$ cat src/design/bfs_pkg.sv
`default_nettype none
package bfs_pkg;
    localparam int VW = 6;
    localparam int DEF_NUM_VERTICES = 64;
    localparam int DEF_MAX_EDGES = 256;

    localparam logic [1:0] CMD_CLEAR = 2'd0;
    localparam logic [1:0] CMD_ADD   = 2'd1;
    localparam logic [1:0] CMD_BFS   = 2'd2;
    localparam logic [1:0] CMD_PATH  = 2'd3;

    localparam logic [1:0] ST_OK     = 2'd0;
    localparam logic [1:0] ST_NOPATH = 2'd1;
    localparam logic [1:0] ST_FULL   = 2'd2;

    typedef struct packed {
        logic [1:0]    command;
        logic [VW-1:0] first_vertex;
        logic [VW-1:0] second_vertex;
    } bfs_in_t;

    typedef struct packed {
        logic [VW-1:0] vertex;
        logic [VW-1:0] distance;
        logic [1:0]    status;
        logic          last;
    } bfs_out_t;

    // controller -> datapath
    typedef struct packed {
        logic load_cmd;      // capture command fields
        logic clear_marks;   // clear visit marks and queue
        logic add_edge;      // write edge at count
        logic clear_graph;   // zero edge count, clear visit marks and queue
        logic seed_root;     // mark root, enqueue it
        logic pop;           // read queue head
        logic scan_start;    // latch popped distance, advance head, reset edge index
        logic scan_read;     // issue edge read
        logic scan_visit;    // evaluate edge read data
        logic emit_bfs;      // emit popped vertex
        logic path_init;     // start walk at end vertex
        logic path_step;     // emit current and advance
        logic emit_full;
        logic emit_nopath_end;
    } bfs_ctl_t;

    // datapath -> controller
    typedef struct packed {
        logic edge_ok;       // both endpoints in range
        logic store_full;
        logic root_ok;
        logic queue_empty;
        logic scan_done;
        logic end_ok;        // end in range and visited
        logic path_final;    // current vertex is start or root
    } bfs_sts_t;
endpackage
`default_nettype wire

$ cat src/design/bfs_ram.sv
`default_nettype none
module bfs_ram #(
    parameter int WIDTH = 6,
    parameter int DEPTH = 64
) (
    input  wire logic                                         clk,
    input  wire logic                                         we,
    input  wire logic [((DEPTH > 1) ? $clog2(DEPTH) : 1)-1:0] waddr,
    input  wire logic [WIDTH-1:0]                             wdata,
    input  wire logic [((DEPTH > 1) ? $clog2(DEPTH) : 1)-1:0] raddr,
    output logic      [WIDTH-1:0]                             rdata
);
    logic [WIDTH-1:0] mem [DEPTH];

    always_ff @(posedge clk)
    begin
        if (we)
        begin
            mem[waddr] <= wdata;
        end
        rdata <= mem[raddr];
    end
endmodule
`default_nettype wire

$ cat src/design/bfs_datapath.sv
`default_nettype none
module bfs_datapath
    import bfs_pkg::*;
#(
    parameter int NUM_VERTICES = DEF_NUM_VERTICES,
    parameter int MAX_EDGES = DEF_MAX_EDGES
) (
    input  wire logic     clk,
    input  wire logic     rst_n,
    input  wire bfs_in_t  cmd_in,
    input  wire bfs_ctl_t ctl,
    output bfs_sts_t      sts,
    output bfs_out_t      result_data
);
    localparam int EAW = (MAX_EDGES > 1) ? $clog2(MAX_EDGES) : 1;
    localparam int ECW = $clog2(MAX_EDGES + 1);
    localparam int QW  = $clog2(NUM_VERTICES + 1);
    localparam int XW  = $clog2(NUM_VERTICES);

    bfs_in_t          cmd_reg;
    logic [ECW-1:0]   edge_count_reg;
    logic [ECW-1:0]   eidx_reg;
    logic [QW-1:0]    qhead_reg, qtail_reg;
    logic [NUM_VERTICES-1:0] visited_reg;
    logic [VW-1:0]    root_reg;
    logic [VW-1:0]    cur_reg;       // popped vertex or path vertex
    logic [VW-1:0]    cur_dist_reg;

    logic [VW-1:0] efrom_q, eto_q, par_q, dist_q, queue_q;
    logic [EAW-1:0] e_waddr, e_raddr;
    logic           tree_we;
    logic [XW-1:0]  tree_waddr, tree_raddr;
    logic [VW-1:0]  par_wdata, dist_wdata;
    logic           q_we;
    logic [XW-1:0]  q_waddr, q_raddr;
    logic [VW-1:0]  q_wdata;
    logic           take_w;

    assign e_waddr = edge_count_reg[EAW-1:0];
    assign e_raddr = eidx_reg[EAW-1:0];

    bfs_ram #(.WIDTH(VW), .DEPTH(MAX_EDGES)) u_efrom (
        .clk, .we(ctl.add_edge), .waddr(e_waddr), .wdata(cmd_reg.first_vertex),
        .raddr(e_raddr), .rdata(efrom_q));
    bfs_ram #(.WIDTH(VW), .DEPTH(MAX_EDGES)) u_eto (
        .clk, .we(ctl.add_edge), .waddr(e_waddr), .wdata(cmd_reg.second_vertex),
        .raddr(e_raddr), .rdata(eto_q));
    bfs_ram #(.WIDTH(VW), .DEPTH(NUM_VERTICES)) u_par (
        .clk, .we(tree_we), .waddr(tree_waddr), .wdata(par_wdata),
        .raddr(tree_raddr), .rdata(par_q));
    bfs_ram #(.WIDTH(VW), .DEPTH(NUM_VERTICES)) u_dist (
        .clk, .we(tree_we), .waddr(tree_waddr), .wdata(dist_wdata),
        .raddr(tree_raddr), .rdata(dist_q));
    bfs_ram #(.WIDTH(VW), .DEPTH(NUM_VERTICES)) u_queue (
        .clk, .we(q_we), .waddr(q_waddr), .wdata(q_wdata),
        .raddr(q_raddr), .rdata(queue_q));

    // Edge hit: source matches popped vertex, target new, queue has room.
    assign take_w = ctl.scan_visit && (efrom_q == cur_reg)
                    && ({{(32-VW){1'b0}}, eto_q} < NUM_VERTICES)
                    && !visited_reg[eto_q[XW-1:0]]
                    && ({{(32-QW){1'b0}}, qtail_reg} < NUM_VERTICES);

    always_comb
    begin
        tree_we    = 1'b0;
        tree_waddr = cmd_reg.first_vertex[XW-1:0];
        par_wdata  = cmd_reg.first_vertex;
        dist_wdata = '0;
        q_we       = 1'b0;
        q_waddr    = qtail_reg[XW-1:0];
        q_wdata    = cmd_reg.first_vertex;
        if (ctl.seed_root)
        begin
            tree_we = 1'b1;
            q_we    = 1'b1;
        end
        else if (take_w)
        begin
            tree_we    = 1'b1;
            tree_waddr = eto_q[XW-1:0];
            par_wdata  = cur_reg;
            dist_wdata = cur_dist_reg + VW'(1);
            q_we       = 1'b1;
            q_wdata    = eto_q;
        end
    end

    assign q_raddr = qhead_reg[XW-1:0];
    // Popped vertex address in BFS, walk vertex in path mode.
    assign tree_raddr = ctl.pop ? queue_q[XW-1:0] : cur_reg[XW-1:0];

    always_ff @(posedge clk or negedge rst_n)
    begin
        if (!rst_n)
        begin
            edge_count_reg <= '0;
            visited_reg    <= '0;
            qhead_reg      <= '0;
            qtail_reg      <= '0;
            root_reg       <= '0;
        end
        else
        begin
            if (ctl.clear_graph)
            begin
                edge_count_reg <= '0;
            end
            else if (ctl.add_edge)
            begin
                edge_count_reg <= edge_count_reg + ECW'(1);
            end
            if (ctl.clear_marks || ctl.clear_graph)
            begin
                visited_reg <= '0;
                qhead_reg   <= '0;
                qtail_reg   <= '0;
            end
            else if (ctl.seed_root)
            begin
                visited_reg[cmd_reg.first_vertex[XW-1:0]] <= 1'b1;
                qtail_reg <= qtail_reg + QW'(1);
                root_reg  <= cmd_reg.first_vertex;
            end
            else
            begin
                if (take_w)
                begin
                    visited_reg[eto_q[XW-1:0]] <= 1'b1;
                    qtail_reg <= qtail_reg + QW'(1);
                end
                if (ctl.scan_start)
                begin
                    qhead_reg <= qhead_reg + QW'(1);
                end
            end
        end
    end

    // Payload registers.
    always_ff @(posedge clk)
    begin
        if (ctl.load_cmd)
        begin
            cmd_reg <= cmd_in;
        end
        if (ctl.scan_start)
        begin
            eidx_reg <= '0;
        end
        else if (ctl.scan_read)
        begin
            eidx_reg <= eidx_reg + ECW'(1);
        end
        if (ctl.pop)
        begin
            cur_reg <= queue_q;
        end
        else if (ctl.path_init)
        begin
            cur_reg <= cmd_reg.second_vertex;
        end
        else if (ctl.path_step)
        begin
            cur_reg <= par_q;
        end
        if (ctl.scan_start)
        begin
            cur_dist_reg <= dist_q;
        end
    end

    assign sts.edge_ok = ({{(32-VW){1'b0}}, cmd_reg.first_vertex} < NUM_VERTICES)
                      && ({{(32-VW){1'b0}}, cmd_reg.second_vertex} < NUM_VERTICES);
    assign sts.store_full = ({{(32-ECW){1'b0}}, edge_count_reg} >= MAX_EDGES);
    assign sts.root_ok = ({{(32-VW){1'b0}}, cmd_reg.first_vertex} < NUM_VERTICES);
    assign sts.queue_empty = (qhead_reg == qtail_reg);
    assign sts.scan_done = (eidx_reg == edge_count_reg);
    assign sts.end_ok = ({{(32-VW){1'b0}}, cmd_reg.second_vertex} < NUM_VERTICES)
                     && visited_reg[cmd_reg.second_vertex[XW-1:0]];
    assign sts.path_final = (cur_reg == cmd_reg.first_vertex) || (cur_reg == root_reg);

    always_comb
    begin
        result_data.vertex   = cur_reg;
        result_data.distance = '0;
        result_data.status   = ST_OK;
        result_data.last     = 1'b0;
        if (ctl.emit_full)
        begin
            result_data.vertex = cmd_reg.first_vertex;
            result_data.status = ST_FULL;
            result_data.last   = 1'b1;
        end
        else if (ctl.emit_nopath_end)
        begin
            result_data.vertex = cmd_reg.second_vertex;
            result_data.status = ST_NOPATH;
            result_data.last   = 1'b1;
        end
        else if (ctl.emit_bfs)
        begin
            result_data.distance = cur_dist_reg;
            result_data.last     = (qhead_reg == qtail_reg);
        end
        else
        begin
            result_data.distance = dist_q;
            result_data.last     = sts.path_final;
            result_data.status   = (cur_reg != cmd_reg.first_vertex && cur_reg == root_reg)
                                   ? ST_NOPATH : ST_OK;
        end
    end
endmodule
`default_nettype wire

$ cat src/design/bfs_ctrl.sv
`default_nettype none
module bfs_ctrl
    import bfs_pkg::*;
(
    input  wire logic     clk,
    input  wire logic     rst_n,
    input  wire logic     start,
    input  wire logic [1:0] command,
    input  wire bfs_sts_t sts,
    output bfs_ctl_t      ctl,
    output logic          busy,
    output logic          strobe
);
    localparam logic [3:0] S_IDLE   = 4'd0;
    localparam logic [3:0] S_DECODE = 4'd1;
    localparam logic [3:0] S_POP    = 4'd2;
    localparam logic [3:0] S_POPW   = 4'd3;
    localparam logic [3:0] S_LATCH  = 4'd4;
    localparam logic [3:0] S_SREAD  = 4'd5;
    localparam logic [3:0] S_SVIS   = 4'd6;
    localparam logic [3:0] S_EMIT   = 4'd7;
    localparam logic [3:0] S_PREAD  = 4'd8;
    localparam logic [3:0] S_PSTEP  = 4'd9;
    localparam logic [3:0] S_SEED   = 4'd10;
    localparam logic [3:0] S_LAST   = 4'd11;

    logic [3:0] state_reg, state_next;
    logic [1:0] op_reg;

    always_ff @(posedge clk or negedge rst_n)
    begin
        if (!rst_n)
        begin
            state_reg <= S_IDLE;
            op_reg    <= CMD_CLEAR;
        end
        else
        begin
            state_reg <= state_next;
            if (state_reg == S_IDLE && start)
            begin
                op_reg <= command;
            end
        end
    end

    assign busy = (state_reg != S_IDLE);

    always_comb
    begin
        ctl        = '0;
        strobe     = 1'b0;
        state_next = state_reg;
        case (state_reg)
            S_IDLE:
            begin
                ctl.load_cmd = 1'b1;
                if (start)
                begin
                    state_next = S_DECODE;
                end
            end
            S_DECODE:
            begin
                state_next = S_IDLE;
                case (op_reg)
                    CMD_CLEAR: ctl.clear_graph = 1'b1;
                    CMD_ADD:
                    begin
                        if (sts.edge_ok && sts.store_full)
                        begin
                            ctl.emit_full = 1'b1;
                            strobe = 1'b1;
                        end
                        else if (sts.edge_ok)
                        begin
                            ctl.add_edge = 1'b1;
                        end
                    end
                    CMD_BFS:
                    begin
                        ctl.clear_marks = 1'b1;
                        if (sts.root_ok)
                        begin
                            state_next = S_SEED;
                        end
                    end
                    default:
                    begin
                        if (!sts.end_ok)
                        begin
                            ctl.emit_nopath_end = 1'b1;
                            strobe = 1'b1;
                        end
                        else
                        begin
                            ctl.path_init = 1'b1;
                            state_next = S_PREAD;
                        end
                    end
                endcase
            end
            S_SEED:
            begin
                ctl.seed_root = 1'b1;
                state_next = S_POP;
            end
            S_POP:
            begin
                // queue read data registered this edge
                state_next = S_POPW;
            end
            S_POPW:
            begin
                ctl.pop = 1'b1;
                state_next = S_LATCH;
            end
            S_LATCH:
            begin
                ctl.scan_start = 1'b1;
                state_next = S_SREAD;
            end
            S_SREAD:
            begin
                if (sts.scan_done)
                begin
                    state_next = S_EMIT;
                end
                else
                begin
                    ctl.scan_read = 1'b1;
                    state_next = S_SVIS;
                end
            end
            S_SVIS:
            begin
                ctl.scan_visit = 1'b1;
                state_next = S_SREAD;
            end
            S_EMIT:
            begin
                ctl.emit_bfs = 1'b1;
                strobe = 1'b1;
                state_next = sts.queue_empty ? S_IDLE : S_POP;
            end
            S_PREAD:
            begin
                state_next = S_PSTEP;
            end
            S_PSTEP:
            begin
                strobe = 1'b1;
                if (sts.path_final)
                begin
                    state_next = S_IDLE;
                end
                else
                begin
                    ctl.path_step = 1'b1;
                    state_next = S_LAST;
                end
            end
            S_LAST:
            begin
                // parent register loads; reissue read
                state_next = S_PREAD;
            end
            default: state_next = S_IDLE;
        endcase
    end

    a_start_ignored_busy: assert property (@(posedge clk) disable iff (!rst_n)
        (busy && start) |=> (state_reg != S_DECODE || $past(state_reg) == S_IDLE))
        else $error("item taken while busy");
    a_one_ctl: assert property (@(posedge clk) disable iff (!rst_n)
        $onehot0({ctl.add_edge, ctl.seed_root, ctl.emit_full, ctl.path_init}))
        else $error("conflicting commands");
    a_emit_strobe: assert property (@(posedge clk) disable iff (!rst_n)
        ctl.emit_bfs |-> strobe)
        else $error("bfs result without strobe");
endmodule
`default_nettype wire

$ cat src/design/bfs_tree_and_path.sv
// Channel  | Ports                          | Handshake
// command  | start, busy, cmd (bfs_in_t)    | taken when start & !busy
// result   | result_valid, result           | one cycle, no backpressure
// Clear, add edge, failed path and out-of-range root take only accept and decode.
// BFS: accept, decode, seed, then per dequeued vertex pop, wait, latch, a read and
// a visit for every stored edge, a done check and emit (each edge once per vertex).
// Path: accept, decode; per vertex read (registered), emit, load parent unless last.
// rst_n clears edge count, visit marks and queue pointers; no clearing pass.
// Results cannot be stalled; each is valid for one cycle.
`default_nettype none
module bfs_tree_and_path
    import bfs_pkg::*;
#(
    parameter int NUM_VERTICES = DEF_NUM_VERTICES,
    parameter int MAX_EDGES = DEF_MAX_EDGES
) (
    input  wire logic    clk,
    input  wire logic    rst_n,
    input  wire logic    start,
    output logic         busy,
    input  wire bfs_in_t cmd,
    output logic         result_valid,
    output bfs_out_t     result
);
    bfs_ctl_t ctl;
    bfs_sts_t sts;

    bfs_ctrl u_ctrl (
        .clk, .rst_n, .start, .command(cmd.command), .sts, .ctl, .busy,
        .strobe(result_valid));

    bfs_datapath #(.NUM_VERTICES(NUM_VERTICES), .MAX_EDGES(MAX_EDGES)) u_dp (
        .clk, .rst_n, .cmd_in(cmd), .ctl, .sts, .result_data(result));
endmodule
`default_nettype wire

$ cat config.mk
export PLATFORM = sky130hd
export DESIGN_NAME = bfs_tree_and_path
export DESIGN_NICKNAME = d
export VERILOG_FILES = /design/src/design/bfs_pkg.sv /design/src/design/bfs_ram.sv /design/src/design/bfs_datapath.sv /design/src/design/bfs_ctrl.sv /design/src/design/bfs_tree_and_path.sv
export SDC_FILE = /design/constraint.sdc
export NUM_CORES = 2
export LEC_CHECK = 0
export BUFFER_PORTS_ARGS = -buffer_cell sky130_fd_sc_hd__buf_2
export CELL_PAD_IN_SITES_DETAIL_PLACEMENT = 0
export CELL_PAD_IN_SITES_GLOBAL_PLACEMENT = 1
export CORE_ASPECT_RATIO = 1.5
export CORE_MARGIN = 4
export CORE_UTILIZATION = 45
export CTS_CLUSTER_SIZE = 40
export DETAILED_ROUTE_END_ITERATION = 8
export PLACE_DENSITY_LB_ADDON = 0.15
export SLEW_MARGIN = 20
export SYNTH_ARGS = -nofsm -noshare
export SYNTH_HDL_FRONTEND = slang
export SYNTH_HIERARCHICAL = 1
export SYNTH_MEMORY_MAX_BITS = 65536
export SYNTH_SLANG_ARGS = --single-unit
export TNS_END_PERCENT = 20
$ cat constraint.sdc
create_clock -name clk -period 17.8 [get_ports clk]
set_clock_uncertainty 0.2 [all_clocks]
set_input_delay 2.67 -clock clk [delete_from_list [all_inputs] [get_ports clk]]
set_output_delay 2.67 -clock clk [all_outputs]
set_load 0.05 [all_outputs]
# Word-level counts from Yosys, hierarchy flattened
# Memories as Yosys holds them, arrays and structs flattened. A register that Yosys moved wholly into a read port is not among the register bits.
# Cells that the tools add are included.
# totals
reg_bits	132
ram_bits	4224
inputBits	17
output_inout_bits	17
wordCells	154
mem_count	5
# memory_table
memory	words	width	rd	rd_ports_with_merged_regs	wr	line_no	text
u_dp.u_efrom.mem	256	6	1	1	1	bfs_ram.sv:13	logic [WIDTH-1:0] mem [DEPTH];
u_dp.u_eto.mem	256	6	1	1	1	bfs_ram.sv:13	
u_dp.u_dist.mem	64	6	1	1	1	bfs_ram.sv:13	
u_dp.u_par.mem	64	6	1	1	1	bfs_ram.sv:13	
u_dp.u_queue.mem	64	6	1	1	1	bfs_ram.sv:13	
# op_classes
addsub	5
n_lt_le_gt_ge	7
eq_ne	21
n_mux	77
n_bitwise	3
reduce_logical	24
# ops
op	n
$mux W64	3
$or A64 B64 Y64	2
$mux W6	15
$pmux W4 S11	1
$mux W7	6
$mux W1	34
$lt A6 B7 Y1 const B	3
$add A9 B1 Y9 const B	2
$eq A6 B6 Y1	3
$mux W9	2
$eq A4 B3 Y1 const B	4
$eq A4 B4 Y1 const B	4
$add A7 B1 Y7 const B	2
$bmux W1 S6	2
$demux W1 S6	2
$ge A6 B1 Y1 const B	2
$mux W4	3
$eq A9 B9 Y1	1
$ge A9 B9 Y1 const B	1
$mux W3	3
$eq A4 B2 Y1 const B	2
$pmux W4 S2	1
$reduce_or A2 Y1	4
$eq A7 B7 Y1	1
other kinds (21)	34

# Longest topological paths before layout
# logic_depth
word_depth	9
ltp_mapped	16

# By module
# The synthesis kept the hierarchy.
# modules_own_cells
mod	instances	cells_per_inst	area_per_inst_um2
bfs_ram at u_dp.u_efrom ...	2	2964	60073.9
bfs_ram at u_dp.u_dist ...	3	720	15225.9
bfs_datapath	1	790	7792.5
bfs_ctrl	1	62	520.5

# Least setup slack after synthesis
# Ideal clock, no wire load.
# synth_timing
kind	register to output
start	register u_dp/cmd_reg[0] (netlist bit)
end	output port result[12] (netlist bit)
t_arrival_ns	7.709
setup_slack_ns	7.221
path_stages_with_launch	11
n_path_buf	3
path_cell_list	edfxtp_1 -> buf_2 -> buf_2 -> mux4_2 -> mux4_2 -> mux4_2 -> nand2b_1 -> nor2_1 -> clkbuf_1 -> mux2i_1 -> o21ai_0
# synth_lines
element	line_no	text
start, declared	bfs_datapath.sv:20	bfs_in_t cmd_reg;
start signal, assigned	bfs_datapath.sv:145	cmd_reg <= cmd_in;
end, declared	bfs_tree_and_path.sv:23	output bfs_out_t result

==> impl_metrics.json <==
{
  "grt_pass1_wl_um": 666000,
  "hold_path.class": "flop to flop",
  "yosysWarnings": 6,
  "relSlewSlack": 0.0457,
  "reg_top3": "u_dp/u_efrom/mem (1536), u_dp/u_eto/mem (1536)",
  "totalPowerFinal_mw": 26.4,
  "irDropWorstVdd_v": 0.000115,
  "grt_pass1_vias": 91600,
  "fin_setup_tns_ns": 0,
  "worstSetupStartpointType": "flop",
  "whs_path_depth": 0,
  "viasPerCell": 6.05,
  "nets": 9083,
  "portBuffers": 33,
  "cts_buffers": 413,
  "netlist_top_cells_area": "edfxtp_1, mux4_2, nor2_1",
  "fill_cells": 31100,
  "hold-worst-slack_ns": 0.270,
  "die_area_um2": 397000,
  "max_cap_viol_count": 0,
  "placementRows": 279,
  "leakage_nw": 57.9,
  "setup_viol": 0,
  "ys_top_cells_by_count": "edfxtp_1, mux4_2, nor2_1",
  "ys_types": 84,
  "clk-insertion-delay-late_ns": 0.95,
  "fin_crit_ns": 8.94,
  "start_util": 0.452,
  "synth_cells": 8940,
  "postCtsSetupBuffers": 0,
  "avgSynthCellArea_um2": 19.5,
  "holdBufCountCts": 0,
  "cp.required_ns": 14.93,
  "r2r-end": "u_dp/u_eto/rdata[0]$_DFF_P_",
  "clkSinkCount": 4386,
  "drv_slew": 0,
  "cts.clk_slew.worst_paths_ns": 0.06,
  "fin_util": 0.502,
  "worstPathMaxFanout": 53,
  "track_usage": 0.231,
  "netlist.area_leader.share": 0.733,
  "ant_nets": 0,
  "hpwl_um": 293000,
  "cp_data_arrival_time_ns": 6.07,
  "grt_overflow": 0,
  "synth_edf_count": 4248,
  "critPathKind": "flop to primary output",
  "grt_start_max_net_pins": 213,
  "drive_gt1_frac": 0.210,
  "fp.dieW_um": 516,
  "drc": 0,
  "r2r_cells": 9,
  "yosys.area.top_type": "edfxtp_1",
  "cts_max_level": 5,
  "die_y_um": 770,
  "routed_wl_um": 464000,
  "gp_congestion": 0.830,
  "vias": 87600,
  "worstMarginPinSlew_ns": 1.43,
  "yosysMostFrequentCell": "edfxtp_1",
  "end_kind": "primary output",
  "area.growth.synth_to_final_pct": 11.1,
  "coreArea_um2": 385000,
  "antenna_found_initial": 14,
  "cts_tree": "built",
  "pre_cts_slack_ns": 9.72,
  "ys_seq_area_frac": 0.751,
  "io_pins": 34,
  "async_reset_ff_frac": 0.0226,
  "post_cts_resized": 0,
  "dr.pass1.iters": 6,
  "wl_per_cell_um": 32.1,
  "syn_area_um2": 174000,
  "cts-root-buf": "clkbuf_16",
  "reg2reg_from": "u_dp/eidx_reg[0]$_SDFFE_PP0P_",
  "drt_iter0_drc": 8093,
  "r2r_setup_slack_ns": 11.64,
  "min-delay-start": "u_dp/u_dist/rdata[4]$_DFF_P_",
  "synth_ff_type": "edfxtp_1",
  "period_share": 0.502,
  "status": "complete, no violations",
  "final.setup.worst_slack_ns": 8.86,
  "cts_max_path_buffers": 4,
  "rsz0062_at_grt": "no",
  "finalHoldViolCount": 0,
  "synth-seq-cells": 4386,
  "fmax_ghz": 0.112,
  "hold_end": "u_dp/cur_dist_reg[4]$_DFFE_PP_",
  "powerDensity_nw_per_um2": 137
}
[metal layers]
layer	global-route usage	routed length [µm]	up-vias
met3	0.0288	22000	780
met1	0.282	173000	47100
met4	0.0857	19700	2
met5	0	11	-
met2	0.420	249000	2746
li1	-	-	36900
[per-stage QoR]
step	instances	instance area [µm²]
after floorplan	8941	174000
after global placement	13700	180000
after detailed placement	13700	180000
after CTS	14500	193000
after global routing	14500	193000
final	14500	193000
[power by group]
group / internal, mW / switching [mW]
combinational: 1.85 / 3.24
clock: 5.11 / 3.83
sequential: 12.2 / 0.211
[logic make-up (layout without fill, tap and decap cells)]
| kind of cell | count (synthesis) | after routing | synth area share |
|---|---|---|---|
| compound gates | 924 | 924 | 0.0365 |
| xor+xnor | 58 | 58 | 0.00292 |
| fa+ha+maj | 6 | 6 | 0.000431 |
| buf+inv | 580 | 1040 | 0.0177 |
| flops | 4386 | 4386 | 0.751 |
| mux | 1348 | 1348 | 0.149 |
| other cells | 1 | 14 | 0.0000215 |
| simple gates | 1637 | 1637 | 0.0427 |
[how the worst max path moves through the flow]
stage | from | to | slack, ns | cells after the start
4_1_cts | u_dp/cmd_reg[1]$_DFFE_PP_ | result[0] | 8.69 | 10
2_1_floorplan | u_dp/cmd_reg[0]$_DFFE_PP_ | result[12] | 7.22 | 10
3_5_place_dp | u_dp/cmd_reg[1]$_DFFE_PP_ | result[0] | 9.72 | 10
6_report | u_dp/cmd_reg[1]$_DFFE_PP_ | result[0] | 8.86 | 10
3_3_place_gp | u_dp/cmd_reg[1]$_DFFE_PP_ | result[12] | 9.70 | 10
5_1_grt | u_dp/cmd_reg[1]$_DFFE_PP_ | result[0] | 8.56 | 10
[cell usage in the layout, fill, tap and decap left out, types with 69 or more instances in the layout]
master	n
clkbuf_1	69
clkbuf_16	419
nand2_1	203
dfrtp_1	96
o21ai_0	86
buf_4	199
clkinv_2	76
mux2_2	78
nor2_1	848
edfxtp_1	4248
mux4_2	952
a21oi_1	223
o221ai_1	84
mux2i_1	286
o22ai_1	87
clkinv_1	91
a22oi_1	171
nand3_1	192
[final cells by class]
type / count / area [µm²] / share of cell area
clock buffers: 503 / 11000 / 0.0566
well taps: 5058 / 6330 / 0.0327
multi-input cells: 3975 / 40500 / 0.209
inverters: 35 / 131 / 0.000679
flip-flops and latches: 4386 / 131000 / 0.676
diodes: 12 / 30.0 / 0.000155
repair buffers: 249 / 1990 / 0.0103
clock inverters: 253 / 2700 / 0.0139
[critical path, cell delays in order (launching register included)]
cell and delay, ns:
edfxtp_1 0.93, buf_4 0.75, mux4_2 0.43, mux4_2 0.54, mux4_2 0.52, nand2b_1 0.21, nor2_1 0.36, buf_4 0.29
or2_2 0.42, a211o_1 0.25, buf_2 0.31
No activity file was read; power rests on OpenSTA's default activity.
